===== src/hw/rtl/mpcd_pkg.sv =====
package mpcd_pkg;

   localparam int unsigned PeriodCount = 36;
   localparam int unsigned VolumeCount = 65;

   typedef logic [11:0] period_type;
   typedef logic [5:0]  note_type;

   localparam period_type PeriodMin = 12'd113;
   localparam period_type PeriodMax = 12'd856;

   // descending; note n is index n-1
   localparam logic [9:0] PERIOD_TABLE [PeriodCount] = '{
      10'd856, 10'd808, 10'd762, 10'd720, 10'd678, 10'd640,
      10'd604, 10'd570, 10'd538, 10'd508, 10'd480, 10'd453,
      10'd428, 10'd404, 10'd381, 10'd360, 10'd339, 10'd320,
      10'd302, 10'd285, 10'd269, 10'd254, 10'd240, 10'd226,
      10'd214, 10'd202, 10'd190, 10'd180, 10'd170, 10'd160,
      10'd151, 10'd143, 10'd135, 10'd127, 10'd120, 10'd113
   };

   localparam logic [7:0] VOLUME_TABLE [VolumeCount] = '{
      8'd0,
      8'd99,  8'd115, 8'd129, 8'd137, 8'd145, 8'd152, 8'd160, 8'd164,
      8'd168, 8'd172, 8'd176, 8'd180, 8'd183, 8'd187, 8'd191, 8'd193,
      8'd195, 8'd197, 8'd199, 8'd201, 8'd203, 8'd205, 8'd207, 8'd209,
      8'd211, 8'd213, 8'd215, 8'd217, 8'd219, 8'd221, 8'd223, 8'd224,
      8'd225, 8'd226, 8'd227, 8'd228, 8'd229, 8'd230, 8'd231, 8'd232,
      8'd233, 8'd234, 8'd235, 8'd236, 8'd237, 8'd238, 8'd239, 8'd240,
      8'd241, 8'd242, 8'd243, 8'd244, 8'd245, 8'd246, 8'd247, 8'd248,
      8'd249, 8'd250, 8'd251, 8'd252, 8'd253, 8'd254, 8'd255, 8'd255
   };

   localparam logic [6:0] VolumeMaxIndex = 7'(VolumeCount - 1);

   typedef enum logic [3:0] {
      CMD_NONE         = 4'd0,
      CMD_ARPEGGIO     = 4'd1,
      CMD_SLIDE_UP     = 4'd2,
      CMD_SLIDE_DOWN   = 4'd3,
      CMD_PORTAMENTO   = 4'd4,
      CMD_SLICE        = 4'd5,
      CMD_CRESC        = 4'd6,
      CMD_DECRESC      = 4'd7,
      CMD_JUMP         = 4'd8,
      CMD_VOLUME       = 4'd9,
      CMD_BREAK        = 4'd10,
      CMD_FINE_CRESC   = 4'd11,
      CMD_FINE_DECRESC = 4'd12,
      CMD_TEMPO        = 4'd13,
      CMD_TICKS        = 4'd14
   } cmd_type;

   // sum of neighbouring periods: twice the midpoint between notes i and i+1
   function automatic logic [12:0] period_pair_sum(input int unsigned idx);
      return 13'(PERIOD_TABLE[idx]) + 13'(PERIOD_TABLE[idx + 1]);
   endfunction

endpackage


===== src/hw/rtl/mpcd_note.sv =====
module mpcd_note
   import mpcd_pkg::*;
(
   input  period_type period,
   output note_type   note
);

   logic [12:0] period_x2;
   logic        in_range;
   note_type    crossed;

   assign period_x2 = {period, 1'b0};
   assign in_range  = (period >= PeriodMin) && (period <= PeriodMax);

   // periods descend, so the nearest index is the number of midpoints above the period;
   // an exact midpoint stays with the lower index
   always_comb begin
      crossed = '0;
      for (int unsigned i = 0; i < PeriodCount - 1; i++) begin
         if (period_x2 < period_pair_sum(i)) begin
            crossed = crossed + note_type'(1);
         end
      end
   end

   assign note = in_range ? (crossed + note_type'(1)) : '0;

endmodule


===== src/hw/rtl/mpcd_effect.sv =====
module mpcd_effect
   import mpcd_pkg::*;
(
   input  logic [3:0] effect_number,
   input  logic [7:0] parameter_byte,
   output cmd_type    command,
   output logic [7:0] data
);

   localparam logic [3:0] EffArpeggio   = 4'h0;
   localparam logic [3:0] EffSlideUp    = 4'h1;
   localparam logic [3:0] EffSlideDown  = 4'h2;
   localparam logic [3:0] EffPortamento = 4'h3;
   localparam logic [3:0] EffSlice      = 4'h9;
   localparam logic [3:0] EffVolSlide   = 4'hA;
   localparam logic [3:0] EffJump       = 4'hB;
   localparam logic [3:0] EffVolume     = 4'hC;
   localparam logic [3:0] EffBreak      = 4'hD;
   localparam logic [3:0] EffExtended   = 4'hE;
   localparam logic [3:0] EffSpeed      = 4'hF;

   localparam logic [3:0] SubFineUp     = 4'hA;
   localparam logic [3:0] SubFineDown   = 4'hB;

   localparam logic [7:0] TempoMax      = 8'h20;

   logic [3:0]  hi;
   logic [3:0]  lo;
   logic [6:0]  vol_index;
   logic [7:0]  break_data;
   logic [10:0] tick_num;
   logic [18:0] tick_prod;
   logic [7:0]  tick_data;

   assign hi = parameter_byte[7:4];
   assign lo = parameter_byte[3:0];

   assign vol_index  = (parameter_byte > 8'(VolumeMaxIndex)) ? VolumeMaxIndex
                                                             : parameter_byte[6:0];
   assign break_data = {1'b0, hi, 3'b000} + {3'b000, hi, 1'b0} + {4'b0000, lo};

   // (4d+5)/10 via *205 >> 11, exact over the whole byte range
   assign tick_num  = {1'b0, parameter_byte, 2'b00} + 11'd5;
   assign tick_prod = {8'b0, tick_num} * 19'd205;
   assign tick_data = tick_prod[18:11];

   always_comb begin
      command = CMD_NONE;
      data    = '0;
      case (effect_number)
         EffArpeggio: begin
            if (parameter_byte != 8'd0) begin
               command = CMD_ARPEGGIO;
               data    = parameter_byte;
            end
         end
         EffSlideUp: begin
            command = CMD_SLIDE_UP;
            data    = parameter_byte;
         end
         EffSlideDown: begin
            command = CMD_SLIDE_DOWN;
            data    = parameter_byte;
         end
         EffPortamento: begin
            command = CMD_PORTAMENTO;
            data    = parameter_byte;
         end
         EffSlice: begin
            command = CMD_SLICE;
            data    = parameter_byte;
         end
         EffVolSlide: begin
            if (hi != 4'd0) begin
               command = CMD_CRESC;
               data    = {3'b000, hi, 1'b0};
            end else if (lo != 4'd0) begin
               command = CMD_DECRESC;
               data    = {3'b000, lo, 1'b0};
            end
         end
         EffJump: begin
            command = CMD_JUMP;
            data    = parameter_byte;
         end
         EffVolume: begin
            command = CMD_VOLUME;
            data    = VOLUME_TABLE[vol_index];
         end
         EffBreak: begin
            command = CMD_BREAK;
            data    = break_data;
         end
         EffExtended: begin
            if (hi == SubFineUp) begin
               command = CMD_FINE_CRESC;
               data    = {4'b0000, lo};
            end else if (hi == SubFineDown) begin
               command = CMD_FINE_DECRESC;
               data    = {4'b0000, lo};
            end
         end
         EffSpeed: begin
            if ((parameter_byte >= 8'd1) && (parameter_byte <= TempoMax)) begin
               command = CMD_TEMPO;
               data    = parameter_byte;
            end else begin
               command = CMD_TICKS;
               data    = tick_data;
            end
         end
         default: begin
            command = CMD_NONE;
            data    = '0;
         end
      endcase
   end

endmodule


===== src/hw/rtl/mod_pattern_cell_decoder_top.sv =====
// Pattern cell decoder: one four-byte cell in, one decoded cell out. busy is
// never raised, so a cell may be started every cycle; each result passes the
// input register and then the result register, and is strobed by rsp_strobe
// for a single cycle. The receiver cannot hold results off and
// must take every transfer as it is strobed. Throughput is one cell per cycle.
module mod_pattern_cell_decoder_top
   import mpcd_pkg::*;
(
   input  logic       clock,
   input  logic       reset,
   input  logic       start,
   output logic       busy,
   input  logic [7:0] req_first_byte,
   input  logic [7:0] req_second_byte,
   input  logic [7:0] req_third_byte,
   input  logic [7:0] req_fourth_byte,
   output logic       rsp_strobe,
   output logic [5:0] rsp_note,
   output logic [7:0] rsp_instrument,
   output logic [3:0] rsp_effect_command,
   output logic [7:0] rsp_effect_data
);

   logic       cell_valid_ff;
   logic [7:0] byte0_ff;
   logic [7:0] byte1_ff;
   logic [7:0] byte2_ff;
   logic [7:0] byte3_ff;

   logic       rsp_valid_ff;
   note_type   note_ff;
   logic [7:0] instrument_ff;
   cmd_type    command_ff;
   logic [7:0] data_ff;

   note_type   note_in;
   logic [7:0] instrument_in;
   cmd_type    command_in;
   logic [7:0] data_in;
   period_type period;

   assign busy = 1'b0;

   always_ff @(posedge clock) begin
      if (reset) begin
         cell_valid_ff <= 1'b0;
         rsp_valid_ff  <= 1'b0;
      end else begin
         cell_valid_ff <= start && !busy;
         rsp_valid_ff  <= cell_valid_ff;
      end
   end

   always_ff @(posedge clock) begin
      if (start && !busy) begin
         byte0_ff <= req_first_byte;
         byte1_ff <= req_second_byte;
         byte2_ff <= req_third_byte;
         byte3_ff <= req_fourth_byte;
      end
      if (cell_valid_ff) begin
         note_ff       <= note_in;
         instrument_ff <= instrument_in;
         command_ff    <= command_in;
         data_ff       <= data_in;
      end
   end

   assign period        = {byte0_ff[3:0], byte1_ff};
   assign instrument_in = {byte0_ff[7:4], byte2_ff[7:4]};

   mpcd_note u_note (
      .period (period),
      .note   (note_in)
   );

   mpcd_effect u_effect (
      .effect_number  (byte2_ff[3:0]),
      .parameter_byte (byte3_ff),
      .command        (command_in),
      .data           (data_in)
   );

   assign rsp_strobe         = rsp_valid_ff;
   assign rsp_note           = note_ff;
   assign rsp_instrument     = instrument_ff;
   assign rsp_effect_command = command_ff;
   assign rsp_effect_data    = data_ff;

`ifndef SYNTHESIS
   a_latency: assert property (@(posedge clock) disable iff (reset)
      (start && !busy) |-> ##2 rsp_strobe)
      else $error("accepted cell gave no result two cycles later");

   a_no_spurious: assert property (@(posedge clock) disable iff (reset)
      rsp_strobe |-> $past(start && !busy, 2))
      else $error("result strobed with no accepted cell");

   a_note_range: assert property (@(posedge clock) disable iff (reset)
      rsp_strobe |-> (rsp_note <= 6'(PeriodCount)))
      else $error("note beyond period table");

   a_none_zero: assert property (@(posedge clock) disable iff (reset)
      (rsp_strobe && (rsp_effect_command == CMD_NONE)) |-> (rsp_effect_data == 8'd0))
      else $error("effect data set with no effect");
`endif

endmodule


===== config.mk =====
export PLATFORM = sky130hd
export DESIGN_NAME = mod_pattern_cell_decoder_top
export DESIGN_NICKNAME = d
export VERILOG_FILES = /design/src/hw/rtl/mpcd_pkg.sv /design/src/hw/rtl/mpcd_note.sv /design/src/hw/rtl/mpcd_effect.sv /design/src/hw/rtl/mod_pattern_cell_decoder_top.sv
export SDC_FILE = /design/constraint.sdc
export NUM_CORES = 1
export LEC_CHECK = 0
export ABC_CLOCK_PERIOD_IN_PS = 46800
export BUFFER_PORTS_ARGS = -buffer_cell sky130_fd_sc_hd__buf_2
export CAP_MARGIN = 20
export CORE_MARGIN = 3
export CORE_UTILIZATION = 50
export CTS_CLUSTER_SIZE = 8
export DETAILED_ROUTE_END_ITERATION = 6
export GPL_TIMING_DRIVEN = 1
export HOLD_SLACK_MARGIN = 0.05
export PLACE_DENSITY_LB_ADDON = 0.3
export SYNTH_ARGS = -nofsm -noshare
export SYNTH_HDL_FRONTEND = slang
export SYNTH_SLANG_ARGS = --single-unit
export TNS_END_PERCENT = 5

===== constraint.sdc =====
create_clock -name clock -period 46.8 [get_ports clock]
set_clock_uncertainty 0.1 [all_clocks]
set_input_delay 7.02 -clock clock [delete_from_list [all_inputs] [get_ports clock]]
set_output_delay 7.02 -clock clock [all_outputs]
set_load 0.01 [all_outputs]

After elaboration in Yosys (flattened, before gate mapping)
Memories as Yosys holds them, arrays and structs flattened. Cells that the tools add are included.

Register bits: 60. ROM bits: 1024. Input bits: 35. Output and inout bits: 28. Logic and storage cells: 163. Memories kept: 1.

Add/subtract/negate cells: 38. Multipliers: 1. Magnitude comparators: 41. Equal/unequal tests: 12. Muxes and demuxes: 52. Bitwise operators: 1. Reduce and logical (&&, ||, !) cells: 7.

Memories: (name not given) (depth 128, width 8, read ports 1, clocked after Yosys merged registers in 0, wr ports 0, line mpcd_effect.sv:88) `data = VOLUME_TABLE[vol_index];`.

Operator list (number): 6-bit by 1-bit adder with 6-bit output (second input constant) (34); 6-bit 2-to-1 mux (34); 13-bit by 10-bit less-than comparator with 1-bit output (second input constant) (12); 13-bit by 9-bit less-than comparator with 1-bit output (second input constant) (12); 13-bit by 11-bit less-than comparator with 1-bit output (second input constant) (9); 8-bit one-hot mux with 7 select lines (1); 8-bit 2-to-1 mux (6); 4-bit one-hot mux with 11 select lines (1); 4-bit equality test (second input constant) (9); 13-bit by 8-bit less-than comparator with 1-bit output (second input constant) (2); 11-bit by 8-bit multiplier with 19-bit output (second input constant) (1); 4-bit 2-to-1 mux (4); 12-bit by 7-bit >= comparator with 1-bit output (second input constant) (1); 12-bit by 10-bit <= comparator with 1-bit output (second input constant) (1); 10-bit by 3-bit adder with 11-bit output (second input constant) (1); 7-bit by 5-bit adder with 8-bit output (1); 8-bit by 4-bit adder with 8-bit output (1); 4-bit by 2-bit equality test with 1-bit output (second input constant) (2); 8-bit by 1-bit >= comparator with 1-bit output (second input constant) (1); 8-bit >= comparator (second input constant) (1); 8-bit by 7-bit greater-than comparator with 1-bit output (second input constant) (1); 8-bit by 6-bit <= comparator with 1-bit output (second input constant) (1); 7-bit NOT with 8-bit output (1); 4-bit nonzero test (2); other kinds (11) (13).

Depth between registers and ports, before layout
Gate-level depths: netlist (run 1).

Word-level depth: 71. Gate-level depth with buffers: 109. Mapped depth without buffers: 107.

Hierarchy
From an unflattened synthesis (run 1), not the netlist that was laid out.

Cells, all modules: 1252. Area, all modules: 10488.8 sq um.

Modules (own cells, without submodules): mpcd_note (instances 1, cells an instance 861, area an instance 6088.3 sq um, seq. area each 0.0 sq um); mpcd_effect (instances 1, cells an instance 327, area an instance 2595.0 sq um, seq. area each 0.0 sq um); mod_pattern_cell_decoder_top (instances 1, cells an instance 64, area an instance 1805.5 sq um, seq. area each 1781.7 sq um).

Worst setup path after synthesis (run 1)
OpenSTA, ideal clock, no wires.

Path type: flip-flop to flip-flop. From: reg byte1_ff[4]. To: reg note_ff[4], in the netlist rsp_note[4], data pin. Library setup time: 269 ps. Arrival time: 21273 ps. Data required time: 46431 ps. Setup slack: 25158 ps. Cell stages (with the launch flop): 109. Buffers on the path: 2. Period minus slack after synthesis: 21642 ps. Cell sequence: edfxtp_1 -> clkbuf_1 -> buf_1 -> o41ai_1 -> a31oi_1 -> inv_1 -> ha_1 -> and2_1 -> a211oi_4 -> inv_1 -> ha_1 -> o21ai_0 -> inv_1 -> ha_1 -> nand2_1 -> o21ai_0 -> ha_1 -> nor3b_1 -> (+73 left out) -> ha_1 -> mux2_2 -> ha_1 -> mux2_2 -> ha_1 -> nor2b_1 -> nor2_1 -> ha_1 -> mux2_2 -> ha_1 -> mux2_2 -> ha_1 -> nand2_1 -> o21bai_1 -> a21oi_1 -> a21oi_1 -> xor2_1 -> nor2_1.

Cells in the longest elaborated chain, start to end: 71. Elaborated cells between the ends (all ways): 108. Classes of those cells: add/sub: 35; order compare: 37; mux: 35; reduce/logical: 1.

RTL lines: start: declaration (line mod_pattern_cell_decoder_top.sv:26) `logic [7:0] byte1_ff;`; start signal: assignment (line mod_pattern_cell_decoder_top.sv:57) `byte1_ff <= req_second_byte;`; 13-bit by 11-bit less-than comparator with 1-bit output (line mpcd_note.sv:20) `if (period_x2 < period_pair_sum(i)) begin`; 1-bit 2-to-1 mux (line mpcd_note.sv:20); 1-bit by 1-bit adder with 2-bit output (line mpcd_note.sv:21) `crossed = crossed + note_type'(1);`; 6-bit 2-to-1 mux (line mpcd_note.sv:20); 6-bit by 1-bit adder with 6-bit output (line mpcd_note.sv:21); 6-bit 2-to-1 mux (line mpcd_note.sv:20); 6-bit by 1-bit adder with 6-bit output (line mpcd_note.sv:21); 6-bit 2-to-1 mux (line mpcd_note.sv:20); (+55 left out); 6-bit 2-to-1 mux (line mpcd_note.sv:20); 6-bit by 1-bit adder with 6-bit output (line mpcd_note.sv:21); 6-bit 2-to-1 mux (line mpcd_note.sv:20); 6-bit by 1-bit adder with 6-bit output (line mpcd_note.sv:21); 6-bit 2-to-1 mux (line mpcd_note.sv:20); 6-bit by 1-bit adder with 6-bit output (line mpcd_note.sv:21); 6-bit 2-to-1 mux (line mpcd_note.sv:20); 6-bit by 1-bit adder with 6-bit output (line mpcd_note.sv:26) `assign note = in_range ? (crossed + note_type'(1)) : '0;`; end signal: assignment (line mod_pattern_cell_decoder_top.sv:62) `note_ff <= note_in;`; end: declaration (line mod_pattern_cell_decoder_top.sv:31) `note_type note_ff;`.

Parallel ways exist; a longest one is shown, timed or not. A chain may end at the register's enable or synchronous reset.

Worst setup path in the final report (run 1)
From: reg byte1_ff[5]. To: reg note_ff[4], in the netlist rsp_note[4], data pin.

Same word-level chain as after synthesis.

==> run_results.csv, run 1 <==
group,metric,value,unit
timing,clock.fmax,42.1,MHz
yosys,synth-edff-count,58,
clock_network,clock_sinks,60,
layout,nets,1287,
timing,rsz0062_at_grt,"false",
timing,fin_crit_sh,0.507,
place,postPlaceCellArea,10100,µm²
floorplanning,io_pins,63,
pwr,power.density,38.8,nW/µm²
global_route,grt_use_total,0.223,
global_route,antenna_found_initial,3,
setup_path,required,46.76,ns
yosys,postSynthAreaPerCell,8.72,µm²
route,firstDrtPassIters,5,
yosys,yosysSeqAreaShare,0.186,
timing,worst_pin_slew,0.987,ns
route,ant_nets,0,
global_route,grt_pass1_vias,7792,
global_route,overflow,0,
timing,maxSlewViolCount,0,
global_route,grt_start_max_net_pins,34,
layout,multi_input_area,7410,µm²
setup_path,worstSetupEndpointType,"flop",
yosys,synthesis.area,9600,µm²
clock_network,worst_skew_pair.late_latency,0.33,ns
yosys,ys_warn_count,0,
route,drc,0,
clock_network,clockBufferDepth,2,
layout,area_growth,8.30,%
setup_path,slowest_delay,0.65,ns
clock_network,cts_post_setup_buffers_inserted,0,
timing,min_period,23.73,ns
layout,fin_cells,1376,
clock_network,cts.root.buffer_cell,"clkbuf_16",
floorplanning,initial_core_util,0.512,
layout,regArea,1780,µm²
route,wl_per_cell,16.8,µm
timing,setup_viol,0,
yosys,yosysUniqueCellTypes,95,
layout,fill_cells,1679,
yosys,synth_fp_nets,1253,
clock_network,numCtsBuffers,9,
pwr,power,403,µW
pwr,leakagePower,4.27,nW
layout,final_area,10400,µm²
setup_path,cpMostUsedCell,"ha_1",
yosys,netlist_instances,1102,
setup_path,cp.arrival,23.69,ns
timing,whs,0.316,ns
floorplanning,rows,50,
setup_path,critical_path_class,"flop to flop",
clock_network,clk_pin_slew,0.06,ns
clock_network,cts_resized,0,
layout,final_cell_mix,"98 x nand2_1, 98 x ha_1, 89 x nor2_1, 80 x xnor2_1, 62 x inv_1",
place,dpl_worst_slack,23.32,ns
worst_hold_path,hold_path.class,"flop to flop",
status,status,"finished clean",
layout,drive_gt1_frac,0.133,
yosys,synth_top_flop_cell,"edfxtp_1",
setup_path,cp-start-kind,"flop",
floorplanning,dieHeight,145,µm
place,dp_hpwl,18.2,mm
place,gp_congestion,0.922,
route,via_count,8317,
place,place_inst,1359,
yosys,ys_seq_elements,60,
clock_network,cts_tree,"built",
timing,hold_viol,0,
timing,max_slew_margin,0.333,
setup_path,crit_fanout,19,
global_route,grt_pass1_wl,38.5,mm
timing,setup-tns-final,0,ns
pwr,ir_worst_vdd,27.8,µV
floorplanning,die_area,20900,µm²
route,wirelength,23.1,mm
clock_network,h-tree-depth,3,
floorplanning,die_w,145,µm
setup_path,cpMaxStageDelayCell,"edfxtp_1",
route,via_per_inst,6.04,
layout,final_util,0.554,
route,drt_iter0_markers,595,
yosys,synthArstFlopShare,0,
place,numPortBuffers,61,
timing,worst_slack,23.07,ns
clock_network,postCtsHoldBufs,0,
job,drv_cap,0,
floorplanning,core_area,18800,µm²
==> routing by layer <==
layer  wire, µm  GRT usage
met1      10800      0.319
met2      10500      0.354
met3       1540     0.0443
met4        246     0.0422
met5         23          0
==> worst max-delay path, delay by kind of cell, from the launching register on <==
kind	cells	cell delay, ns
adder cells (fa/ha/maj)	34	10.03
AO/OA/AOI/OAI	29	6.05
AND/OR/NAND/NOR	28	3.67
multiplexers	9	2.28
flip-flops	1	0.65
buffers and inverters	6	0.47
XOR/XNOR	1	0.16
==> cells by family (layout without fill, tap and decap cells) <==
kind of cell    Yosys count  count (layout)  synth area share
buf+inv                 107             146            0.0426
other cells               1               2          0.000390
fa+ha+maj               116             116             0.165
mux                      26              26            0.0288
compound gates          283             283             0.206
simple gates            347             347             0.180
flops                    60              60             0.186
xor+xnor                162             162             0.191
==> cell type report <==
type	count	share of cell area
multi-input cells	935	0.713
flip-flops and latches	60	0.171
repair buffers	67	0.0337
well taps	234	0.0281
inverters	63	0.0227
clock buffers	9	0.0217
clock inverters	7	0.00950
diodes	1	0.000241
==> registers in the layout, summed over array words and instances, names as in the netlist <==
name,cells
byte3_ff,8
byte1_ff,8
byte0_ff,8
rsp_note,6
cell_valid_ff,1
rsp_effect_command,4
byte2_ff,8
rsp_instrument,8
rsp_strobe,1
rsp_effect_data,8
==> Yosys cell counts (9+ instances only) <==
library cell / number / area share
o21ai_0: 51 / 0.027
nor2b_1: 23 / 0.015
edfxtp_1: 58 / 0.18
inv_1: 62 / 0.024
nand2b_1: 16 / 0.010
nand4_1: 11 / 0.0072
nor3_1: 15 / 0.0078
a21oi_1: 58 / 0.030
fa_1: 18 / 0.038
clkbuf_1: 36 / 0.014
nor2_1: 89 / 0.035
xor2_1: 50 / 0.046
mux2_2: 9 / 0.011
xnor2_1: 80 / 0.073
o21a_1: 13 / 0.010
mux2i_1: 16 / 0.017
a31oi_1: 16 / 0.010
ha_1: 98 / 0.13
o211ai_1: 9 / 0.0070
o22ai_1: 9 / 0.0059
or2_2: 9 / 0.0059
a21o_1: 13 / 0.010
nand2_1: 98 / 0.038
nand3_1: 24 / 0.013
a211oi_1: 11 / 0.0086
==> power breakdown <==
part | internal, mW | switching, mW
combinational | 0.111 | 0.150
sequential | 0.0649 | 0.00627
clock | 0.0469 | 0.0246
total | 0.222 | 0.181
==> final timing paths <==
| path | startpoint | endpoint | slack [ns] | cells past startpoint |
|---|---|---|---|---|
| hold reg to reg | byte0_ff[5] | rsp_instrument[5] | 0.32 | 0 |
| hold / removal | byte0_ff[5] | rsp_instrument[5] | 0.32 | 0 |
| setup reg to reg | byte1_ff[5] | rsp_note[4] | 23.07 | 107 |
| setup / recovery | byte1_ff[5] | rsp_note[4] | 23.07 | 107 |
Power figures use the tool's default switching activity.
==> run 2: changes to the inputs <==
--- a/config.mk
+++ b/config.mk
@@ -5,7 +5,7 @@
 export SDC_FILE = /design/constraint.sdc
 export NUM_CORES = 1
 export LEC_CHECK = 0
-export ABC_CLOCK_PERIOD_IN_PS = 46800
+export ABC_CLOCK_PERIOD_IN_PS = 22600
 export BUFFER_PORTS_ARGS = -buffer_cell sky130_fd_sc_hd__buf_2
 export CAP_MARGIN = 20
 export CORE_MARGIN = 3
==> constraint.sdc (replaced) <==
create_clock -name clock -period 22.6 [get_ports clock]
set_clock_uncertainty 0.1 [all_clocks]
set_input_delay 3.39 -clock clock [delete_from_list [all_inputs] [get_ports clock]]
set_output_delay 3.39 -clock clock [all_outputs]
set_load 0.01 [all_outputs]
==> run_results.csv, run 2 (synthesized netlist as in run 1, its figures left out) <==
group,metric,value,unit
setup_path,cp_num_buf_inv,5,
layout,fill_cells,1677,
clock_network,clk_pin_slew,0.06,ns
timing,setup-tns-final,0,ns
floorplanning,die_area,20900,µm²
layout,area_growth,13.4,%
clock_network,cts.root.buffer_cell,"clkbuf_16",
layout,drive_gt1_frac,0.189,
route,wirelength,23.4,mm
route,via_per_inst,5.99,
layout,final_area,10900,µm²
worst_hold_path,holdPathStages,0,
clock_network,clockBufferDepth,2,
timing,maxSlewViolCount,0,
pwr,ir_worst_vdd,63.3,µV
layout,nets,1323,
global_route,overflow,0,
place,numPortBuffers,61,
timing,worst_pin_slew,1.16,ns
clock_network,worst_skew_pair.late_latency,0.33,ns
floorplanning,initial_core_util,0.512,
setup_path,critical_path_class,"flop to flop",
setup_path,required,22.56,ns
floorplanning,rows,50,
clock_network,clock_sinks,60,
global_route,grt_use_total,0.219,
setup_path,timing.rr.start,"byte1_ff[0]",
setup_path,reg2reg_setup_slack,0.87,ns
setup_path,cpMaxStageDelayCell,"edfxtp_1",
layout,layout_commonest_cell,"nand2_1",
clock_network,h-tree-depth,3,
global_route,grt_pass1_vias,7795,
timing,hold_viol,0,
timing,fin_crit_sh,0.961,
layout,fin_cells,1412,
pwr,power,894,µW
job,drv_cap,0,
setup_path,crit_fanout,5,
place,place_inst,1368,
route,firstDrtPassIters,5,
route,wl_per_cell,16.6,µm
setup_path,reg2reg_depth,105,
place,dp_hpwl,18.0,mm
timing,max_slew_margin,0.215,
global_route,antenna_found_initial,2,
worst_hold_path,min_from,"byte0_ff[6]",
pwr,power.density,82.1,nW/µm²
worst_hold_path,hold_path.class,"flop to flop",
timing,min_period,21.73,ns
setup_path,slowest_delay,0.44,ns
global_route,grt_pass1_wl,38.0,mm
floorplanning,dieHeight,145,µm
setup_path,r2r_end,"rsp_note[4]",
floorplanning,io_pins,63,
floorplanning,die_w,145,µm
setup_path,cpMostUsedCell,"ha_1",
route,ant_nets,0,
route,via_count,8461,
setup_path,cp.arrival,21.69,ns
setup_path,cp-start-kind,"flop",
route,drc,0,
worst_hold_path,hold_end,"rsp_instrument[6]",
clock_network,cts_tree,"built",
setup_path,path_delay_family,"adder cells",
layout,multi_input_area,7650,µm²
timing,clock.fmax,46.0,MHz
timing,setup_viol,0,
layout,regArea,1780,µm²
place,postPlaceCellArea,10100,µm²
route,drt_iter0_markers,594,
setup_path,worstSetupEndpointType,"flop",
status,status,"finished clean",
pwr,leakagePower,4.46,nW
global_route,grt_start_max_net_pins,34,
layout,final_cell_mix,"93 x nand2_1, 88 x ha_1, 87 x nor2_1, 79 x xnor2_1",
floorplanning,core_area,18800,µm²
place,gp_congestion,0.941,
clock_network,numCtsBuffers,9,
## run 2: changes by cell type in the layout (fill, tap and decap cells not counted), moves of 5 or more
cell	change
ha_1	-10
nand2_2	+5
nand2_1	-5
o21ai_0	-7
ha_4	+9
buf_4	+35
o21ai_1	+5
## run 2: worst max path at each step
| stage | start | endpoint | slack [ns] | cells past startpoint |
|---|---|---|---|---|
| 4_1_cts | byte1_ff[7] | rsp_note[4] | 0.01 | 107 |
| 6_report | byte1_ff[0] | rsp_note[4] | 0.87 | 105 |
| 2_1_floorplan | byte1_ff[4] | rsp_note[4] | 0.96 | 108 |
| 3_5_place_dp | byte1_ff[0] | rsp_note[4] | -0.25 | 106 |
| 5_1_grt | byte1_ff[0] | rsp_note[4] | -0.26 | 105 |
| 3_3_place_gp | byte1_ff[0] | rsp_note[4] | 0.43 | 106 |
## run 2: routing by layer
layer	global-route usage	wire, µm	up-vias
li1	-	-	4164
met2	0.341	10700	259
met1	0.319	10900	3989
met5	0	19	-
met4	0.0353	301	4
met3	0.0456	1500	45
## run 2: layout make-up
cell class / instances / share of cell area
antenna: 1 / 0.000230
inverter: 63 / 0.0217
timing repair buffer: 103 / 0.0573
sequential: 60 / 0.164
multi-input combinational: 935 / 0.703
clock buffer: 9 / 0.0207
tap: 234 / 0.0269
clock inverter: 7 / 0.00690
## run 2: timing repair
| item | in CTS | in global routing |
|---|---|---|
| setup endpoints to repair | 4 | 5 |
| resized for setup | 4 | 43 |
| hold buffers | 0 | 0 |
| buffers inserted | 1 | 26 |
| endpoints found under the hold margin | 0 | 0 |
| pin swaps | 1 | 24 |
## run 2: where the power goes
| part | total (mW) | internal (mW) | switching (mW) |
|---|---|---|---|
| registers | 0.145 | 0.134 | 0.0107 |
| logic | 0.612 | 0.275 | 0.336 |
| clock network | 0.137 | 0.0858 | 0.0513 |
## run 2: metrics by stage
stage,worst slack [ns],util,hold WS [ns]
2_1_floorplan,0.958,-,0.300
3_3_place_gp,0.432,0.540,0.301
3_5_place_dp,-0.254,0.540,0.305
4_1_cts,0.0104,0.558,0.318
5_1_grt,-0.261,0.580,0.329
6_report,0.872,0.580,0.317
